<file path="config.mk">
export PLATFORM = sky130hd
export DESIGN_NAME = modular_exponentiation
export DESIGN_NICKNAME = d
export VERILOG_FILES = /design/src/hw/rtl/modexp_pkg.sv /design/src/hw/rtl/modexp_mulmod.sv /design/src/hw/rtl/modexp_seq.sv /design/src/hw/rtl/modular_exponentiation.sv
export SDC_FILE = /design/constraint.sdc
export NUM_CORES = 1
export LEC_CHECK = 0
export BUFFER_PORTS_ARGS = -buffer_cell sky130_fd_sc_hd__buf_2
export CORE_MARGIN = 2
export CORE_UTILIZATION = 50
export CTS_CLUSTER_DIAMETER = 100
export DETAILED_ROUTE_END_ITERATION = 8
export GPL_TIMING_DRIVEN = 0
export PLACE_DENSITY = 0.69
export SLEW_MARGIN = 40
export SYNTH_ARGS = -nofsm -noshare
export SYNTH_HDL_FRONTEND = slang
export SYNTH_SLANG_ARGS = --single-unit
</file>
<file path="constraint.sdc">
create_clock -name i_clk -period 6.7 [get_ports i_clk]
set_input_delay 2.01 -clock i_clk [delete_from_list [all_inputs] [get_ports i_clk]]
set_output_delay 2.01 -clock i_clk [all_outputs]
set_load 0.1 [all_outputs]
</file>
<file path="src/hw/rtl/modexp_pkg.sv">
// Package for the modular exponentiation block: field widths, defaults and the
// sequencer state type. Used by modexp_seq and modular_exponentiation.
package modexp_pkg;

    // Field widths of the stream payloads.
    localparam int BASE_W      = 30;
    localparam int EXP_W       = 63;
    localparam int OUT_W       = 30;
    localparam int CFG_W       = 30;
    localparam int IN_TDATA_W  = 96;
    localparam int OUT_TDATA_W = 32;

    // Parameter defaults.
    localparam int EXP_BITS_DEF = 63;
    localparam int MOD_BITS_DEF = 30;

    // Modulus after reset: the prime 1e9 + 7.
    localparam logic [31:0] MOD_RESET = 32'd1000000007;

    typedef enum logic [2:0] {
        S_IDLE,
        S_REDUCE,
        S_SQUARE,
        S_MULT,
        S_DONE
    } t_seq_state;

endpackage

</file>
<file path="src/hw/rtl/modexp_mulmod.sv">
// Shared modular multiplier: x * y mod m, one bit of x per cycle (interleaved
// shift-add with conditional subtraction). Depends on nothing outside itself.
module modexp_mulmod #(
    parameter int MOD_BITS = 30,
    parameter int XW       = 30
) (
    input  logic                i_clk,
    input  logic                i_rst_n,
    input  logic                i_start,
    input  logic [XW-1:0]       i_x,
    input  logic [MOD_BITS-1:0] i_y,
    input  logic [MOD_BITS-1:0] i_mod,
    output logic                o_done,
    output logic [MOD_BITS-1:0] o_result
);

    localparam int MW = MOD_BITS + 2;
    localparam int CW = $clog2(XW + 1);

    logic                r_busy;
    logic                r_done;
    logic [CW-1:0]       r_cnt;
    logic [XW-1:0]       r_x;
    logic [MOD_BITS-1:0] r_y;
    logic [MW-1:0]       r_mod;
    logic [MW-1:0]       r_mod2;
    logic [MOD_BITS-1:0] r_acc;

    logic [MW-1:0]       w_sum;
    logic [MW-1:0]       w_sub1;
    logic [MW-1:0]       w_sub2;
    logic [MOD_BITS-1:0] n_acc;

    // The running value stays below m and y is below m, so the sum stays below 3m.
    always_comb begin
        w_sum  = {1'b0, r_acc, 1'b0} + (r_x[XW-1] ? MW'(r_y) : '0);
        w_sub1 = w_sum - r_mod;
        w_sub2 = w_sum - r_mod2;
        if (w_sum >= r_mod2) begin
            n_acc = w_sub2[MOD_BITS-1:0];
        end else if (w_sum >= r_mod) begin
            n_acc = w_sub1[MOD_BITS-1:0];
        end else begin
            n_acc = w_sum[MOD_BITS-1:0];
        end
    end

    always_ff @(posedge i_clk) begin
        if (!i_rst_n) begin
            r_busy <= 1'b0;
            r_done <= 1'b0;
            r_cnt  <= '0;
        end else begin
            r_done <= 1'b0;
            if (i_start && !r_busy) begin
                r_busy <= 1'b1;
                r_cnt  <= CW'(XW);
            end else if (r_busy) begin
                r_cnt <= r_cnt - 1'b1;
                if (r_cnt == CW'(1)) begin
                    r_busy <= 1'b0;
                    r_done <= 1'b1;
                end
            end
        end
    end

    always_ff @(posedge i_clk) begin
        if (i_start && !r_busy) begin
            r_x    <= i_x;
            r_y    <= i_y;
            r_mod  <= MW'(i_mod);
            r_mod2 <= {1'b0, i_mod, 1'b0};
            r_acc  <= '0;
        end else if (r_busy) begin
            r_x   <= {r_x[XW-2:0], 1'b0};
            r_acc <= n_acc;
        end
    end

    assign o_done   = r_done;
    assign o_result = r_acc;

    a_start_idle: assert property (@(posedge i_clk) disable iff (!i_rst_n)
        i_start |-> !r_busy)
        else $error("multiplier started while busy");

    a_done_after_busy: assert property (@(posedge i_clk) disable iff (!i_rst_n)
        r_done |-> $past(r_busy))
        else $error("done without a preceding operation");

    a_busy_count: assert property (@(posedge i_clk) disable iff (!i_rst_n)
        r_busy |-> (r_cnt != '0))
        else $error("busy with an exhausted bit count");

endmodule

</file>
<file path="src/hw/rtl/modexp_seq.sv">
// Square-and-multiply sequencer: scans the exponent from the top bit down and
// drives the shared multiplier. Depends on modexp_pkg and modexp_mulmod.
module modexp_seq #(
    parameter int EXP_BITS = 63,
    parameter int MOD_BITS = 30,
    parameter int XW       = 30
) (
    input  logic                i_clk,
    input  logic                i_rst_n,
    input  logic                i_valid,
    output logic                o_ready,
    input  logic [XW-1:0]       i_base,
    input  logic [EXP_BITS-1:0] i_exp,
    input  logic [MOD_BITS-1:0] i_mod,
    output logic                o_res_valid,
    input  logic                i_res_ready,
    output logic [MOD_BITS-1:0] o_res
);

    localparam int IW = (EXP_BITS > 1) ? $clog2(EXP_BITS) : 1;

    modexp_pkg::t_seq_state r_state;
    modexp_pkg::t_seq_state n_state;

    logic                r_issued;
    logic [MOD_BITS-1:0] r_acc;
    logic [XW-1:0]       r_base;
    logic [EXP_BITS-1:0] r_exp;
    logic [IW-1:0]       r_idx;

    logic                w_mod_small;
    logic                w_bit;
    logic                w_last;
    logic                w_accept;
    logic                mm_start;
    logic [XW-1:0]       mm_x;
    logic [MOD_BITS-1:0] mm_y;
    logic                mm_done;
    logic [MOD_BITS-1:0] mm_result;

    assign w_mod_small = (i_mod < MOD_BITS'(2));
    assign w_bit       = r_exp[r_idx];
    assign w_last      = (r_idx == '0);
    assign w_accept    = i_valid && (r_state == modexp_pkg::S_IDLE);

    always_comb begin
        n_state = r_state;
        unique case (r_state)
            modexp_pkg::S_IDLE: begin
                if (i_valid) begin
                    n_state = w_mod_small ? modexp_pkg::S_DONE : modexp_pkg::S_REDUCE;
                end
            end
            modexp_pkg::S_REDUCE: begin
                if (mm_done) begin
                    n_state = modexp_pkg::S_SQUARE;
                end
            end
            modexp_pkg::S_SQUARE: begin
                if (mm_done) begin
                    if (w_bit) begin
                        n_state = modexp_pkg::S_MULT;
                    end else if (w_last) begin
                        n_state = modexp_pkg::S_DONE;
                    end
                end
            end
            modexp_pkg::S_MULT: begin
                if (mm_done) begin
                    n_state = w_last ? modexp_pkg::S_DONE : modexp_pkg::S_SQUARE;
                end
            end
            modexp_pkg::S_DONE: begin
                if (i_res_ready) begin
                    n_state = modexp_pkg::S_IDLE;
                end
            end
            default: n_state = modexp_pkg::S_IDLE;
        endcase
    end

    always_comb begin
        o_ready     = 1'b0;
        o_res_valid = 1'b0;
        mm_start    = 1'b0;
        mm_x        = XW'(r_acc);
        mm_y        = r_acc;
        unique case (r_state)
            modexp_pkg::S_IDLE: begin
                o_ready = 1'b1;
            end
            modexp_pkg::S_REDUCE: begin
                // The raw base times one gives the base reduced modulo m.
                mm_start = !r_issued;
                mm_x     = r_base;
                mm_y     = MOD_BITS'(1);
            end
            modexp_pkg::S_SQUARE: begin
                mm_start = !r_issued;
            end
            modexp_pkg::S_MULT: begin
                mm_start = !r_issued;
                mm_x     = r_base;
            end
            modexp_pkg::S_DONE: begin
                o_res_valid = 1'b1;
            end
            default: begin
                o_ready = 1'b0;
            end
        endcase
    end

    always_ff @(posedge i_clk) begin
        if (!i_rst_n) begin
            r_state  <= modexp_pkg::S_IDLE;
            r_issued <= 1'b0;
        end else begin
            r_state <= n_state;
            if (mm_start) begin
                r_issued <= 1'b1;
            end else if (mm_done) begin
                r_issued <= 1'b0;
            end
        end
    end

    always_ff @(posedge i_clk) begin
        if (w_accept) begin
            r_base <= i_base;
            r_exp  <= i_exp;
            r_idx  <= IW'(EXP_BITS - 1);
            r_acc  <= w_mod_small ? '0 : MOD_BITS'(1);
        end else if (mm_done) begin
            if (r_state == modexp_pkg::S_REDUCE) begin
                r_base <= XW'(mm_result);
            end else begin
                r_acc <= mm_result;
            end
            // Move to the next exponent bit once its optional multiply is behind us.
            if (((r_state == modexp_pkg::S_SQUARE) && !w_bit) ||
                (r_state == modexp_pkg::S_MULT)) begin
                if (!w_last) begin
                    r_idx <= r_idx - 1'b1;
                end
            end
        end
    end

    modexp_mulmod #(
        .MOD_BITS (MOD_BITS),
        .XW       (XW)
    ) u_mulmod (
        .i_clk    (i_clk),
        .i_rst_n  (i_rst_n),
        .i_start  (mm_start),
        .i_x      (mm_x),
        .i_y      (mm_y),
        .i_mod    (i_mod),
        .o_done   (mm_done),
        .o_result (mm_result)
    );

    assign o_res = r_acc;

    a_result_reduced: assert property (@(posedge i_clk) disable iff (!i_rst_n)
        (r_state == modexp_pkg::S_DONE) |-> ((r_acc < i_mod) || w_mod_small))
        else $error("result not fully reduced");

    a_done_expected: assert property (@(posedge i_clk) disable iff (!i_rst_n)
        mm_done |-> r_issued)
        else $error("multiplier result without a request");

    a_idle_quiet: assert property (@(posedge i_clk) disable iff (!i_rst_n)
        (r_state == modexp_pkg::S_IDLE) |-> !r_issued)
        else $error("operation outstanding while idle");

endmodule

</file>
<file path="src/hw/rtl/modular_exponentiation.sv">
// Top level of the modular exponentiation block: modulus register, stream ports
// and output register. Depends on modexp_pkg and modexp_seq.
//
//  channel   | direction | handshake                        | payload
//  s_axis    | in        | i_s_axis_tvalid / o_s_axis_tready | base, exponent
//  m_axis    | out       | o_m_axis_tvalid / i_m_axis_tready | power_mod
//  cfg       | in        | i_cfg_wr_en (no wait)             | modulus
//
// Each multiplier pass scans XW bits of its first operand, XW = max(MOD_BITS, 30);
// a transaction needs 1 + EXP_BITS + ones(exponent) passes. The result then moves
// through the DONE state into the output register, and the input is ready again in
// the same cycle. A modulus below 2 goes straight from IDLE to DONE with a result of 0.
// Reset is synchronous and loads 1e9 + 7. o_s_axis_tready is high only while the
// sequencer is idle; a finished result sits in the output register, so the next
// transaction starts while it waits to be taken. If that register is still full when
// the next result is ready, the sequencer holds its result and the input stays closed.
module modular_exponentiation #(
    parameter int EXP_BITS = modexp_pkg::EXP_BITS_DEF,
    parameter int MOD_BITS = modexp_pkg::MOD_BITS_DEF
) (
    input  logic                               i_clk,
    input  logic                               i_rst_n,
    input  logic                               i_s_axis_tvalid,
    output logic                               o_s_axis_tready,
    // [29:0] base, [92:30] exponent, [95:93] zero
    input  logic [modexp_pkg::IN_TDATA_W-1:0]  i_s_axis_tdata,
    output logic                               o_m_axis_tvalid,
    input  logic                               i_m_axis_tready,
    // [29:0] power_mod, [31:30] zero
    output logic [modexp_pkg::OUT_TDATA_W-1:0] o_m_axis_tdata,
    input  logic                               i_cfg_wr_en,
    input  logic [modexp_pkg::CFG_W-1:0]       i_cfg_wr_data
);

    localparam int XW = (MOD_BITS > modexp_pkg::BASE_W) ? MOD_BITS : modexp_pkg::BASE_W;
    localparam logic [31:0] ModReset = modexp_pkg::MOD_RESET;

    logic [MOD_BITS-1:0]          r_mod;
    logic                         r_tvalid;
    logic [modexp_pkg::OUT_W-1:0] r_tdata;

    logic [31:0]                  w_cfg;
    logic [31:0]                  w_res;
    logic [XW-1:0]                w_base;
    logic [EXP_BITS-1:0]          w_exp;
    logic                         seq_ready;
    logic                         seq_res_valid;
    logic                         seq_res_ready;
    logic [MOD_BITS-1:0]          seq_res;

    assign w_cfg  = 32'(i_cfg_wr_data);
    assign w_res  = 32'(seq_res);
    assign w_base = XW'(i_s_axis_tdata[modexp_pkg::BASE_W-1:0]);
    assign w_exp  = i_s_axis_tdata[modexp_pkg::BASE_W +: EXP_BITS];

    assign seq_res_ready = !r_tvalid || i_m_axis_tready;

    always_ff @(posedge i_clk) begin
        if (!i_rst_n) begin
            r_mod    <= ModReset[MOD_BITS-1:0];
            r_tvalid <= 1'b0;
        end else begin
            if (i_cfg_wr_en) begin
                r_mod <= w_cfg[MOD_BITS-1:0];
            end
            if (seq_res_valid && seq_res_ready) begin
                r_tvalid <= 1'b1;
            end else if (i_m_axis_tready) begin
                r_tvalid <= 1'b0;
            end
        end
    end

    always_ff @(posedge i_clk) begin
        if (seq_res_valid && seq_res_ready) begin
            r_tdata <= w_res[modexp_pkg::OUT_W-1:0];
        end
    end

    modexp_seq #(
        .EXP_BITS (EXP_BITS),
        .MOD_BITS (MOD_BITS),
        .XW       (XW)
    ) u_seq (
        .i_clk       (i_clk),
        .i_rst_n     (i_rst_n),
        .i_valid     (i_s_axis_tvalid),
        .o_ready     (seq_ready),
        .i_base      (w_base),
        .i_exp       (w_exp),
        .i_mod       (r_mod),
        .o_res_valid (seq_res_valid),
        .i_res_ready (seq_res_ready),
        .o_res       (seq_res)
    );

    assign o_s_axis_tready = seq_ready;
    assign o_m_axis_tvalid = r_tvalid;
    assign o_m_axis_tdata  = modexp_pkg::OUT_TDATA_W'(r_tdata);

    a_busy_after_accept: assert property (@(posedge i_clk) disable iff (!i_rst_n)
        (i_s_axis_tvalid && o_s_axis_tready) |=> !o_s_axis_tready)
        else $error("input still open after a transaction was taken");

    a_no_overwrite: assert property (@(posedge i_clk) disable iff (!i_rst_n)
        (r_tvalid && !i_m_axis_tready) |-> !(seq_res_valid && seq_res_ready))
        else $error("pending result overwritten");

endmodule
</file>
After elaboration in Yosys (flattened, before gate mapping)
Cells that the tools add are included.
- add/sub/neg operators: 5
- $lt $le $gt $ge: 4
- equal/unequal tests: 12
- multiplexer cells: 38
- bitwise gates (word level): 3
- reduce and logical (&&, ||, !) cells: 25
- operators with widths (cell ; count):
    $mux W30 ; 12
    $sub A30 B30 Y30 ; 2
    $add A31 B30 Y32 ; 1
    $ge A32 B30 Y1 ; 1
    $ge A32 B31 Y1 ; 1
    $lt A30 B2 Y1 const B ; 1
    $mux W3 ; 9
    $pmux W3 S5 ; 1
    $mux W1 ; 13
    $mux W5 ; 2
    $ne A2 B2 Y1 const B ; 5
    $reduce_bool A2 Y1 ; 5
    $lt A6 B7 Y1 const B ; 1
    $bmux W1 S6 ; 1
    $eq A3 B2 Y1 const B ; 2
    $logic_not A6 Y1 ; 1
    $reduce_and A6 Y1 ; 1
    $reduce_or A3 Y1 ; 2
    $sub A6 B1 Y6 const B ; 1
    $eq A5 B1 Y1 const B ; 1
    $sub A5 B1 Y5 const B ; 1
    $logic_and A1 B1 Y1 ; 4
    $logic_not A1 Y1 ; 4
    $reduce_and A2 Y1 ; 2
    9 further kinds ; 13
- flip-flop bits (word level): 321
- output and inout bits: 34

Depth between registers and ports, before layout
Gate-level depths: netlist of run 1.
- depth after elaboration: 6
- depth in mapped cells: 25
- gate-level depth less buffers: 21

Cells and area by module
From an unflattened synthesis of run 1, not the netlist that was laid out.
- cells, all modules: 1571
- area, all modules: 17787.1 um2
- by module, submodules not included (module ; times used ; cells an instance ; area each (um2) ; sequential area each (um2)):
    modexp_mulmod ; 1 ; 1016 ; 9669.3 ; 3443.3
    modexp_seq ; 1 ; 420 ; 6032.0 ; 3893.7
    modular_exponentiation ; 1 ; 135 ; 2085.8 ; 1521.5

Worst setup path before layout of run 1
Ideal clock, no wire load.
- kind: register to register
- from: register u_seq.r_state[0]
- to: register u_seq.r_exp[0], enable pin
- setup time: 0.452 ns
- data arrival time: 5.307 ns
- slack: 0.942 ns
- stages on the path, launching flop included: 6
- period minus slack after synthesis: 5.758 ns
- cell sequence: dfxtp_1 > clkbuf_1 > nor3_1 > nand2_1 > clkinv_1 > clkbuf_1
- word-level cells in the longest chain between the ends: 2
- ends and longest elaborated chain (element ; line ; text):
    start: declaration ; modexp_seq.sv:22 ; modexp_pkg::t_seq_state r_state;
    start signal: assignment ; modexp_seq.sv:116 ; r_state <= modexp_pkg::S_IDLE;
    start signal: assignment ; modexp_seq.sv:119 ; r_state <= n_state;
    $logic_not A3 Y1 ; modexp_seq.sv:44 ; assign w_accept = i_valid && (r_state == modexp_pkg::S_IDLE);
    $logic_and A1 B1 Y1 ; modexp_seq.sv:44 ;
    via u_seq.w_accept ; modexp_seq.sv:34 ; logic w_accept;
    end signal: assignment ; modexp_seq.sv:131 ; r_exp <= i_exp;
    end: declaration ; modexp_seq.sv:28 ; logic [EXP_BITS-1:0] r_exp;
The timed path passes the listed nets, and every way through them passes these cells.
A chain may end at the register's enable or synchronous reset.

Worst setup path after layout of run 1
- from: register u_seq.u_mulmod.r_x[29]
- to: register u_seq.u_mulmod.r_acc[5] (netlist: u_seq.u_mulmod.o_result[5])
- word-level cells in the longest chain between the ends: 5
- ends and longest elaborated chain (element ; line ; text):
    start: declaration ; modexp_mulmod.sv:23 ; logic [XW-1:0] r_x;
    start signal: assignment ; modexp_mulmod.sv:70 ; r_x <= i_x;
    start signal: assignment ; modexp_mulmod.sv:76 ; r_x <= {r_x[XW-2:0], 1'b0};
    $mux W30 (*) ; modexp_mulmod.sv:36 ; w_sum = {1'b0, r_acc, 1'b0} + (r_x[XW-1] ? MW'(r_y) : '0);
    $add A31 B30 Y32 (*) ; modexp_mulmod.sv:36 ;
    $sub A30 B30 Y30 / $ge A32 B30 Y1 (equally long branches) ; modexp_mulmod.sv:37, modexp_mulmod.sv:41 ;
    $mux W30 ; modexp_mulmod.sv:41 ; end else if (w_sum >= r_mod) begin
    $mux W30 (*) ; modexp_mulmod.sv:39 ; if (w_sum >= r_mod2) begin
    end signal: assignment ; modexp_mulmod.sv:77 ; r_acc <= n_acc;
    end: declaration ; modexp_mulmod.sv:27 ; logic [MOD_BITS-1:0] r_acc;
Every way passes the cells marked *; elsewhere a longest branch is shown, timed or not.

==> Implementation_results.wiki, run 1 <==
{| class="wikitable"
! Metric !! Value
|-
| Status || finished, final reports clean
|-
| Total power after layout || 0.0103 W
|-
| CTS tree || yes
|-
| Number of nets in the layout || 1,991
|-
| Final hold violations || 0
|-
| Number of global-route vias before repair || 12,300
|-
| Sequential cell area fraction in the yosys report || 50.8%
|-
| Number of enable-type register cells in the synthesized netlist || 243
|-
| Post-route standard cell area excluding fillers || 20,100 um2
|-
| Number of diodes || 0
|-
| Number of flip-flops under the largest register name || 63
|-
| WP buf/inv || 3
|-
| Via-per-instance ratio || 5.73
|-
| Worst slew margin relative to its limit || 44.0%
|-
| Die area || 36,400 um2
|-
| Core region area || 34,500 um2
|-
| Sink count of the clock tree || 321
|-
| Via count || 12,900
|-
| Cell area after technology mapping || 17,400 um2
|-
| # DRC || 0
|-
| I/O pin count || 165
|-
| Largest net degree at the start of global routing || 45
|-
| Largest reg by FF count || u_seq.r_exp
|-
| Quantity of gates resized following cts || 0
|-
| RSZ-0062 raised after global routing || yes
|-
| Number of distinct library cells after synthesis || 80
|-
| Clock latency on the worst-skew pair || 540 ps
|-
| Post-synthesis area per instance || 11.2 um2
|-
| Worst hold slack after final layout || 437 ps
|-
| Post-synthesis register bit count || 321
|-
| Peak per-stage delay on the critical path || 620 ps
|-
| Tightest Hold Check Type || reg2reg
|-
| Footprint of the flip-flops and latches || 8860 um2
|-
| Measured slew at the worst slew-check pin || 840 ps
|-
| Total of hold buffers inserted after clock tree synthesis || 0
|-
| Arr. time, crit path || 6900 ps
|-
| First DRT Iteration DRCs || 958
|-
| Number of inserted filler cells in the final layout || 2,978
|-
| Growth of design area from synthesis to finish || 15.5%
|-
| Number of antenna violations at the first check in global routing || 1
|-
| Post-DR wirelength/cell || 19.6 um
|-
| Standard-cell rows || 68
|-
| First-pass GRT wire length || 67,800 um
|-
| Number of buffers inserted by post-CTS setup repair || 0
|-
| Chain of cells forming the critical path || clkbuf_2 > and2_1 > ha_1 > o21ai_0 > nor3_1 > nor4_1 > nor4_1 > o22ai_1 > o311ai_2 > ha_1 > and3_1 > nand2_1 > or4_1 > o32a_2 > a31oi_2 > or4_1 > mux2_2 > buf_6 > buf_6 > mux2i_1 > o21ai_1
|-
| First-pass DRT Iterations || 5
|-
| Number of buffers created by CTS || 35
|-
| Asr flop ratio synth || 0%
|-
| Period utilization || 97.0%
|-
| Min cycle time layout || 6500 ps
|-
| Maximum buffer depth of the clock tree || 3
|-
| Static power due to leakage || 8.42 nW
|-
| Buffers on Ports || 158
|-
| Top delay family on crit path || simple AND/OR/NAND/NOR gates
|-
| Clock-pin slew of the registers on the worst-case setup and hold paths || 60 ps
|-
| ANT nets after route || 0
|-
| Fraction of final layout cells sized beyond drive strength 1 || 16.0%
|-
| Synthesis warning total || 0
|-
| Maximum clock frequency || 0.154 GHz
|-
| Overall die height || 191 um
|-
| Skew final || 31.8 ps
|-
| Total GRT Usage || 24.0%
|-
| Horizontal die dimension || 191 um
|-
| Critical path capture point type || flip-flop
|-
| Area occupied by multi-input gates || 8140 um2
|-
| H-tree levels || 2
|-
| Initial cell density of the core || 50.6%
|-
| Total gr overflow || 0
|-
| CP max FO || 10
|-
| Number of standard cells after synthesis || 1,555
|-
| Worst-case vdd ir drop || 0.000246 V
|-
| GPL Wtd Cong || 0.890
|-
| Setup-failing EPs final || 0
|-
| Final HPWL DP || 34,200 um
|-
| Startpoint kind of the worst setup timing path || flip-flop
|-
| Primary FF master, synth || edfxtp_1
|-
| Number of max-cap violations || 0
|-
| Start-to-end type of the worst setup path || reg2reg
|-
| Placed standard-cell area || 19,000 um2
|-
| Slowest-stage cell, CP || nor4_1
|-
| CP required || 7100 ps
|-
| Number of max-slew violations in the final report || 0
|-
| Final Routed Wirelength || 44,000 um
|-
| Root Driver || clkbuf_16
|-
| Total power density per cell area || 511 nW/um2
|}
==> through the flow <==
| stage | std cells | setup WS, ps | utilization, % | TNS [ps] |
|---|---|---|---|---|
| 2_1_floorplan | 1556 | 942 | - | 0 |
| 6_report | 2245 | 198 | 58.5 | 0 |
| 4_1_cts | 2245 | 31.9 | 58.4 | 0 |
| 3_5_place_dp | 2182 | 76.3 | 55.0 | 0 |
| 3_3_place_gp | 2169 | -706 | 54.6 | -21230 |
| 5_1_grt | 2245 | -52.7 | 58.5 | -52.7 |
==> layout make-up <==
class,instances,area share [%]
clock inverters,17,0.907
multi-input cells,1110,40.4
inverters,62,1.16
plain buffers,63,1.42
clock buffers,46,4.76
well taps,455,2.83
flip-flops and latches,321,44.0
repair buffers,171,4.53
==> worst register-to-register path, cell delays in order, from the launching register on <==
cell and delay [ps]:
edfxtp_1 500, clkbuf_2 260, and2_1 190, ha_1 370, o21ai_0 140, nor3_1 360, nor4_1 200, nor4_1 620
o22ai_1 290, o311ai_2 540, ha_1 330, and3_1 290, nand2_1 170, or4_1 560, o32a_2 250, a31oi_2 260
or4_1 170, mux2_2 160, buf_6 160, buf_6 200, mux2i_1 290, o21ai_1 80
==> logic make-up after synthesis <==
| kind of cell | count (synthesis) | share of synthesized area, % |
|---|---|---|
| compound gates | 385 | 14.9 |
| xor+xnor | 68 | 3.41 |
| fa+ha+maj | 96 | 7.01 |
| buf+inv | 125 | 2.93 |
| flops | 321 | 50.8 |
| mux | 110 | 7.69 |
| other cells | 1 | 0.0215 |
| simple gates | 449 | 13.3 |
==> cell usage after synthesis (all sizes together), types with 19 or more instances <==
| library cell | instances | area (um2) |
|---|---|---|
| a211oi | 19 | 143 |
| a21o | 56 | 420 |
| a21oi | 110 | 551 |
| and2 | 67 | 419 |
| clkbuf | 48 | 180 |
| dfxtp | 78 | 1560 |
| edfxtp | 243 | 7300 |
| ha | 93 | 1160 |
| inv | 60 | 225 |
| mux2i | 89 | 891 |
| mux4 | 19 | 428 |
| nand2 | 81 | 304 |
| nand3 | 28 | 140 |
| nor2 | 105 | 397 |
| nor2b | 38 | 238 |
| nor3 | 34 | 170 |
| o21ai | 57 | 285 |
| xnor2 | 48 | 420 |
| xor2 | 20 | 175 |
==> power breakdown <==
group / switching (W) / internal (W) / leakage [nW] / total [W]
combinational: 0.00332 / 0.00214 / 4.92 / 0.00546
sequential: 0.000212 / 0.00269 / 2.94 / 0.00291
clock: 0.000793 / 0.00113 / 0.553 / 0.00193
==> cells in the final DEF, fill, tap and decap left out, types with 8 or more instances in the layout <==
master,Yosys,layout
buf_2,3,169
nor4_1,13,11
nand3_1,28,28
o21ai_0,36,36
and3_1,13,13
nand2_1,81,80
o21ai_1,21,21
ha_1,93,92
o21a_1,13,13
a211oi_1,19,18
clkbuf_1,48,54
a31oi_1,14,13
xor2_1,20,20
or3_1,12,12
dfxtp_1,78,78
mux2i_1,89,89
edfxtp_1,243,243
nor2b_1,38,38
inv_1,60,59
xnor2_1,48,48
clkbuf_16,0,37
a21o_1,56,56
nand4_1,15,15
nor3_1,34,34
a22oi_1,16,16
o211ai_1,14,14
a21oi_1,110,109
or2_2,8,8
nand2b_1,16,16
mux4_2,19,19
nor2_1,104,104
a211o_1,10,10
o21bai_1,8,8
and2_1,67,67
==> routing by layer <==
layer  vias up  global-route usage, %  share of wire (%)
li1       6289                      -                  -
met1      6109                   35.5                 47
met2       410                   37.3                 44
met3        60                   2.76                5.9
met4         0                   6.86                2.4
met5         -                      0                  0
==> path summary, 6_finish.rpt <==
kind | start | end | slack [ps] | cells past startpoint
max | u_seq.u_mulmod.r_x[29] | u_seq.u_mulmod.o_result[5] | 200 | 21
min | r_mod[0] | u_seq.u_mulmod.r_mod2[1] | 440 | 0
max reg2reg | u_seq.u_mulmod.r_x[29] | u_seq.u_mulmod.o_result[5] | 200 | 21
min reg2reg | r_mod[0] | u_seq.u_mulmod.r_mod2[1] | 440 | 0
Note: power is estimated with default switching activity, not from simulation.
==> inputs of run 2 (changes only) <==
--- a/config.mk
+++ b/config.mk
@@ -5,7 +5,7 @@
 export SDC_FILE = /design/constraint.sdc
 export NUM_CORES = 1
 export LEC_CHECK = 0
-export BUFFER_PORTS_ARGS = -buffer_cell sky130_fd_sc_hd__buf_2
+export BUFFER_PORTS_ARGS = -buffer_cell sky130_fd_sc_hd__clkbuf_2
 export CORE_MARGIN = 2
 export CORE_UTILIZATION = 50
 export CTS_CLUSTER_DIAMETER = 100
==> Implementation_results.wiki, run 2 (synthesized netlist as in run 1, its figures left out) <==
{| class="wikitable"
! Metric !! Value
|-
| Status || finished, final reports clean (unchanged)
|-
| H-tree levels || 2 (unchanged)
|-
| Post-DR wirelength/cell || 19.7 um (was 19.6 um)
|-
| First DRT Iteration DRCs || 866 (was 958)
|-
| Place WS || 151 ps (was 76.3 ps)
|-
| Most frequent cells in the layout || edfxtp_1, clkbuf_2, a21oi_1 (was edfxtp_1, buf_2, a21oi_1)
|-
| First-pass GRT wire length || 68,100 um (was 67,800 um)
|-
| Overall die height || 191 um (unchanged)
|-
| Number of max-cap violations || 0 (unchanged)
|-
| CP required || 7100 ps (about the same)
|-
| Horizontal die dimension || 191 um (unchanged)
|-
| Initial cell density of the core || 50.6% (unchanged)
|-
| Sink count of the clock tree || 321 (unchanged)
|-
| Clock-pin slew of the registers on the worst-case setup and hold paths || 60 ps (about the same)
|-
| Total gr overflow || 0 (unchanged)
|-
| First-pass DRT Iterations || 5 (unchanged)
|-
| Standard-cell rows || 68 (unchanged)
|-
| Skew final || 21.0 ps (was 31.8 ps)
|-
| Static power due to leakage || 8.46 nW (was 8.42 nW)
|-
| Final Util || 58.5% (about the same)
|-
| Commonest non-fill, non-tap cell in the layout || edfxtp_1 (unchanged)
|-
| Period utilization || 94.9% (was 97.0%)
|-
| Number of cells on the worst reg-to-reg path || 20 (was 21)
|-
| Largest reg by FF count || u_seq.r_exp (unchanged)
|-
| Area occupied by multi-input gates || 8130 um2 (was 8140 um2)
|-
| Total GRT Usage || 24.3% (was 24.0%)
|-
| Largest net degree at the start of global routing || 45 (unchanged)
|-
| Startpoint kind of the worst setup timing path || flip-flop (unchanged)
|-
| Reg2reg end || u_seq.u_mulmod.o_result[25] (was u_seq.u_mulmod.o_result[5])
|-
| Final HPWL DP || 34,100 um (was 34,200 um)
|-
| Maximum clock frequency || 0.157 GHz (was 0.154 GHz)
|-
| Min cycle time layout || 6360 ps (was 6500 ps)
|-
| Number of global-route vias before repair || 12,300 (about the same)
|-
| Start-to-end type of the worst setup path || reg2reg (unchanged)
|-
| Arr. time, crit path || 6760 ps (was 6900 ps)
|-
| Final hold violations || 0 (unchanged)
|-
| Number of max-slew violations in the final report || 0 (unchanged)
|-
| Total of hold buffers inserted after clock tree synthesis || 0 (unchanged)
|-
| Total power density per cell area || 514 nW/um2 (was 511 nW/um2)
|-
| Number of inserted filler cells in the final layout || 2,936 (was 2,978)
|-
| Via count || 12,900 (about the same)
|-
| Setup-failing EPs final || 0 (unchanged)
|-
| Measured slew at the worst slew-check pin || 846 ps (was 840 ps)
|-
| CP max FO || 10 (unchanged)
|-
| Die area || 36,400 um2 (unchanged)
|-
| I/O pin count || 165 (unchanged)
|-
| Total negative slack for setup checks || 0 ps (unchanged)
|-
| ANT nets after route || 0 (unchanged)
|-
| Slowest-stage cell, CP || or4b_2 (was nor4_1)
|-
| Final Routed Wirelength || 44,100 um (was 44,000 um)
|-
| Number of flip-flops under the largest register name || 63 (unchanged)
|-
| Peak per-stage delay on the critical path || 730 ps (was 620 ps)
|-
| Top delay family on crit path || compound AO/OA/AOI/OAI gates (was simple AND/OR/NAND/NOR gates)
|-
| Core region area || 34,500 um2 (unchanged)
|-
| Growth of design area from synthesis to finish || 15.6% (was 15.5%)
|-
| Reg-to-reg setup timing slack || 340 ps (was 200 ps)
|-
| Number of diodes || 0 (unchanged)
|-
| Fraction of final layout cells sized beyond drive strength 1 || 15.9% (was 16.0%)
|-
| WP buf/inv || 1 (was 3)
|-
| Number of buffers created by CTS || 35 (unchanged)
|-
| Worst-case vdd ir drop || 0.000244 V (was 0.000246 V)
|-
| Cells on Worst Hold Path || 0 (unchanged)
|-
| Post-route standard cell area excluding fillers || 20,200 um2 (was 20,100 um2)
|-
| Critical path capture point type || flip-flop (unchanged)
|-
| Worst slew margin relative to its limit || 43.6% (was 44.0%)
|-
| Endpoint of the worst hold path || u_seq.u_mulmod.r_mod2[1] (unchanged)
|-
| Number of nets in the layout || 1,988 (was 1,991)
|-
| Buffers on Ports || 158 (unchanged)
|-
| # DRC || 0 (unchanged)
|-
| Launch point of the worst hold path || r_mod[0] (unchanged)
|-
| Root Driver || clkbuf_16 (unchanged)
|-
| RR Startpoint || u_seq.u_mulmod.r_x[29] (unchanged)
|-
| GPL Wtd Cong || 0.909 (was 0.890)
|-
| Tightest Hold Check Type || reg2reg (unchanged)
|-
| Worst setup slack after layout || 344 ps (was 198 ps)
|-
| Maximum buffer depth of the clock tree || 3 (unchanged)
|-
| RSZ-0062 raised after global routing || no (was yes)
|-
| Clock latency on the worst-skew pair || 540 ps (about the same)
|-
| Chain of cells forming the critical path || clkbuf_2 > and2_1 > ha_1 > a211oi_1 > nor3_1 > or4b_2 > nand4_1 > a21oi_1 > a221oi_1 > xnor2_1 > ha_1 > o21a_1 > a2111oi_2 > o31ai_1 > and2_1 > a211o_1 > a22o_1 > o21ai_1 > o32ai_1 > a211o_1 (was clkbuf_2 > and2_1 > ha_1 > o21ai_0 > nor3_1 > nor4_1 > nor4_1 > o22ai_1 > o311ai_2 > ha_1 > and3_1 > nand2_1 > or4_1 > o32a_2 > a31oi_2 > or4_1 > mux2_2 > buf_6 > buf_6 > mux2i_1 > o21ai_1)
|-
| Via-per-instance ratio || 5.74 (was 5.73)
|-
| Placed standard-cell area || 18,900 um2 (was 19,000 um2)
|-
| Footprint of the flip-flops and latches || 8860 um2 (unchanged)
|-
| CTS tree || yes (unchanged)
|-
| Number of antenna violations at the first check in global routing || 0 (was 1)
|}
run 2: cell count changes in the layout (fill, tap and decap cells not counted), sizes merged:
cell / change
inv: +1
clkinv: -2
bufinv: +2
clkbuf: +156
buf: -160
run 2: stage by stage:
step / power [W] / hold WS (ps) / cells
final: 0.0104 / 437 / 2242
after floorplan: 0.00688 / 408 / 1556
after global placement: 0.00818 / 425 / 2169
after CTS: 0.0103 / 445 / 2243
after global routing: 0.0110 / 472 / 2242
after detailed placement: 0.00825 / 430 / 2180
run 2: report_power, final:
| part | internal [W] | switching (W) |
|---|---|---|
| clock | 0.00122 | 0.000803 |
| combinational | 0.00212 | 0.00330 |
| sequential | 0.00269 | 0.000217 |
run 2: worst max-delay path by stage:
stage | from | endpoint | slack (ps) | cells past startpoint
2_1_floorplan | u_seq.r_state[0] | u_seq.r_exp[0] | 940 | 5
3_3_place_gp | i_m_axis_tready | r_tdata[3] | -700 | 3
3_5_place_dp | u_seq.u_mulmod.r_x[29] | u_seq.u_mulmod.o_result[6] | 150 | 24
4_1_cts | u_seq.u_mulmod.r_x[29] | u_seq.u_mulmod.o_result[10] | 90 | 24
5_1_grt | u_seq.u_mulmod.r_x[29] | u_seq.u_mulmod.o_result[23] | 20 | 21
6_report | u_seq.u_mulmod.r_x[29] | u_seq.u_mulmod.o_result[25] | 340 | 20
run 2: layout make-up:
type                    count  share of cell area [%]
repair buffers            169                    4.39
clock inverters            18                    1.17
flip-flops and latches    321                    43.9
well taps                 455                    2.82
inverters                  62                    1.15
multi-input cells        1110                    40.3
clock buffers              45                    4.78
plain buffers              62                    1.41
run 2: repair_timing:
item,in CTS,in global routing
resized for setup,0,7
setup endpoints to repair,0,29
buffers inserted,0,0
run 2: routing by layer:
metal / track usage [%] / up-vias / wire (um)
li1: - / 6276 / -
met1: 35.2 / 6116 / 20900
met2: 37.3 / 398 / 19400
met3: 3.64 / 68 / 2650
met4: 7.84 / 0 / 1160
met5: 0 / - / 0
==> inputs of run 3 (changes only) <==
--- a/config.mk
+++ b/config.mk
@@ -6,7 +6,6 @@
 export NUM_CORES = 1
 export LEC_CHECK = 0
 export BUFFER_PORTS_ARGS = -buffer_cell sky130_fd_sc_hd__clkbuf_2
-export CORE_MARGIN = 2
 export CORE_UTILIZATION = 50
 export CTS_CLUSTER_DIAMETER = 100
 export DETAILED_ROUTE_END_ITERATION = 8
==> Implementation_results.wiki, run 3 (synthesized netlist as in run 1, its figures left out) <==
{| class="wikitable"
! Metric !! Value
|-
| Critical path capture point type || flip-flop (unchanged)
|-
| Number of buffers created by CTS || 35 (unchanged)
|-
| Start-to-end type of the worst setup path || reg2reg (unchanged)
|-
| Peak per-stage delay on the critical path || 710 ps (was 730 ps)
|-
| Overall die height || 189 um (was 191 um)
|-
| Horizontal die dimension || 189 um (was 191 um)
|-
| Number of nets in the layout || 1,992 (was 1,988)
|-
| Initial cell density of the core || 50.6% (unchanged)
|-
| H-tree levels || 2 (unchanged)
|-
| Chain of cells forming the critical path || clkbuf_2 > and2_1 > ha_1 > a211oi_1 > nor3_1 > or4b_2 > nand4_1 > a21oi_1 > a221oi_1 > xnor2_1 > ha_1 > nand4_1 > nor3b_1 > inv_1 > o221ai_1 > a211o_1 > a22o_1 > o21a_1 > buf_2 > clkbuf_2 > o21ai_0 > o211ai_1 (was clkbuf_2 > and2_1 > ha_1 > a211oi_1 > nor3_1 > or4b_2 > nand4_1 > a21oi_1 > a221oi_1 > xnor2_1 > ha_1 > o21a_1 > a2111oi_2 > o31ai_1 > and2_1 > a211o_1 > a22o_1 > o21ai_1 > o32ai_1 > a211o_1)
|-
| Min cycle time layout || 6370 ps (was 6360 ps)
|-
| Startpoint kind of the worst setup timing path || flip-flop (unchanged)
|-
| Period utilization || 95.1% (was 94.9%)
|-
| Via count || 12,900 (about the same)
|-
| Launch point of the worst hold path || r_mod[0] (unchanged)
|-
| Total of hold buffers inserted after clock tree synthesis || 0 (unchanged)
|-
| Status || finished, final reports clean (unchanged)
|-
| Worst slew margin relative to its limit || 47.3% (was 43.6%)
|-
| Worst setup slack after layout || 330 ps (was 344 ps)
|-
| Maximum buffer depth of the clock tree || 3 (unchanged)
|-
| Measured slew at the worst slew-check pin || 790 ps (was 846 ps)
|-
| Number of max-cap violations || 0 (unchanged)
|-
| Standard-cell rows || 68 (unchanged)
|-
| Largest net degree at the start of global routing || 45 (unchanged)
|-
| Switching Share || 42.2% (was 41.7%)
|-
| Post-DR wirelength/cell || 19.3 um (was 19.7 um)
|-
| Most frequent cells in the layout || edfxtp_1, clkbuf_2, a21oi_1 (unchanged)
|-
| Tightest Hold Check Type || reg2reg (unchanged)
|-
| CTS tree || yes (unchanged)
|-
| I/O pin count || 165 (unchanged)
|-
| ANT nets after route || 0 (unchanged)
|-
| Core region area || 34,500 um2 (unchanged)
|-
| Internal portion of total power || 0.00590 W (was 0.00603 W)
|-
| Largest reg by FF count || u_seq.r_exp (unchanged)
|-
| First DRT Iteration DRCs || 1,002 (was 866)
|-
| Sink count of the clock tree || 321 (unchanged)
|-
| Final Routed Wirelength || 43,200 um (was 44,100 um)
|-
| Post-Place Cells || 2,180 (unchanged)
|-
| Number of diodes || 0 (unchanged)
|-
| Share of power burned in combinational logic || 53.2% (was 52.4%)
|-
| Total power after layout || 0.0102 W (was 0.0104 W)
|-
| Buffers on Ports || 158 (unchanged)
|-
| First-pass GRT wire length || 67,900 um (was 68,100 um)
|-
| Number of max-slew violations in the final report || 0 (unchanged)
|-
| Number of flip-flops under the largest register name || 63 (unchanged)
|-
| First-pass DRT Iterations || 5 (unchanged)
|-
| Maximum clock frequency || 0.157 GHz (about the same)
|-
| Slowest-stage cell, CP || or4b_2 (unchanged)
|-
| # DRC || 0 (unchanged)
|-
| RSZ-0062 raised after global routing || no (unchanged)
|-
| Total gr overflow || 0 (unchanged)
|-
| Clock-pin slew of the registers on the worst-case setup and hold paths || 60 ps (about the same)
|-
| Clock latency on the worst-skew pair || 530 ps (was 540 ps)
|-
| Final hold violations || 0 (unchanged)
|-
| CP max FO || 10 (unchanged)
|-
| Fraction of final layout cells sized beyond drive strength 1 || 16.1% (was 15.9%)
|-
| Share of total power in sequential cells || 28.5% (was 28.1%)
|-
| Via-per-instance ratio || 5.74 (about the same)
|-
| Switching component of the power || 0.00432 W (about the same)
|-
| Final HPWL DP || 33,500 um (was 34,100 um)
|-
| Static power due to leakage || 8.44 nW (was 8.46 nW)
|-
| Skew final || 24.5 ps (was 21.0 ps)
|-
| RR Startpoint || u_seq.u_mulmod.r_x[29] (unchanged)
|-
| Arr. time, crit path || 6810 ps (was 6760 ps)
|-
| Final cell count without fillers || 2,246 (was 2,242)
|-
| Place WS || 132 ps (was 151 ps)
|-
| Root Driver || clkbuf_16 (unchanged)
|-
| Share of power burned in the clock network || 18.3% (was 19.5%)
|-
| Worst setup path startpoint || u_seq.u_mulmod.r_x[29] (unchanged)
|-
| Total power density per cell area || 508 nW/um2 (was 514 nW/um2)
|-
| Growth of design area from synthesis to finish || 15.2% (was 15.6%)
|-
| Setup-failing EPs final || 0 (unchanged)
|-
| Commonest non-fill, non-tap cell in the layout || edfxtp_1 (unchanged)
|-
| Worst-case vdd ir drop || 0.000230 V (was 0.000244 V)
|-
| Total GRT Usage || 24.5% (was 24.3%)
|-
| GPL Wtd Cong || 0.931 (was 0.909)
|-
| CP required || 7140 ps (was 7100 ps)
|-
| Number of global-route vias before repair || 12,400 (was 12,300)
|-
| Number of antenna violations at the first check in global routing || 0 (unchanged)
|-
| Die area || 35,600 um2 (was 36,400 um2)
|}
[run 3: changes by cell type in the layout (fill, tap and decap cells not counted), sizes merged]
cell	before	now
buf	26	29
inv	62	61
clkinv	11	16
bufinv	5	2
[run 3: cell type report]
cell class                 instances  area [um2]
sequential                       321        8860
multi-input combinational       1110        8140
tap                              455         569
inverter                          62         234
timing repair buffer             172         908
clock buffer                      44         931
clock inverter                    19         171
buffer                            63         289
fill                            2902       14400
[run 3: power groups by stage]
stage               sequential (W)  combinational (W)  clock, W
global route               0.00295            0.00597   0.00198
finish                     0.00291            0.00544   0.00187
floorplan                  0.00285            0.00403         0
CTS                        0.00291            0.00531   0.00190
detailed placement         0.00294            0.00528         0
global placement           0.00296            0.00518         0
[run 3: path summary, 6_finish.rpt]
check | to | slack (ps) | depth (start not counted)
worst max-delay path | u_seq.u_mulmod.o_result[26] | 330 | 22
worst min-delay path | u_seq.u_mulmod.r_mod2[1] | 430 | 0
worst max register to register | u_seq.u_mulmod.o_result[26] | 330 | 22
worst min register to register | u_seq.u_mulmod.r_mod2[1] | 430 | 0
[run 3: metal layers]
layer / vias up / GRT usage (%) / part of all wire (%)
li1: 6294 / - / -
met1: 6110 / 35.1 / 47
met2: 414 / 37.5 / 44
met3: 63 / 4.08 / 6.2
met4: 0 / 8.28 / 2.7
met5: - / 0 / 0
[run 3: worst max-delay path, delay by kind of cell, from the launching register on]
| kind | cells | cell delay [ps] |
|---|---|---|
| compound gates | 9 | 2140 |
| xor+xnor | 1 | 220 |
| fa+ha+maj | 2 | 720 |
| buf+inv | 4 | 900 |
| flops | 1 | 450 |
| simple gates | 6 | 1830 |
[run 3: stage by stage]
stage	area, um2	util (%)	setup TNS, ps	hold WS, ps
floorplan	17400	-	0	408
global placement	18800	54.6	-21410	415
detailed placement	18900	55.0	0	418
CTS	20000	58.2	0	431
global route	20100	58.3	0	440
finish	20100	58.3	0	426
[run 3: repair_timing]
action	4_1_cts	5_1_grt
setup endpoints to repair	0	30
buffers inserted	0	3
resized for setup	0	10
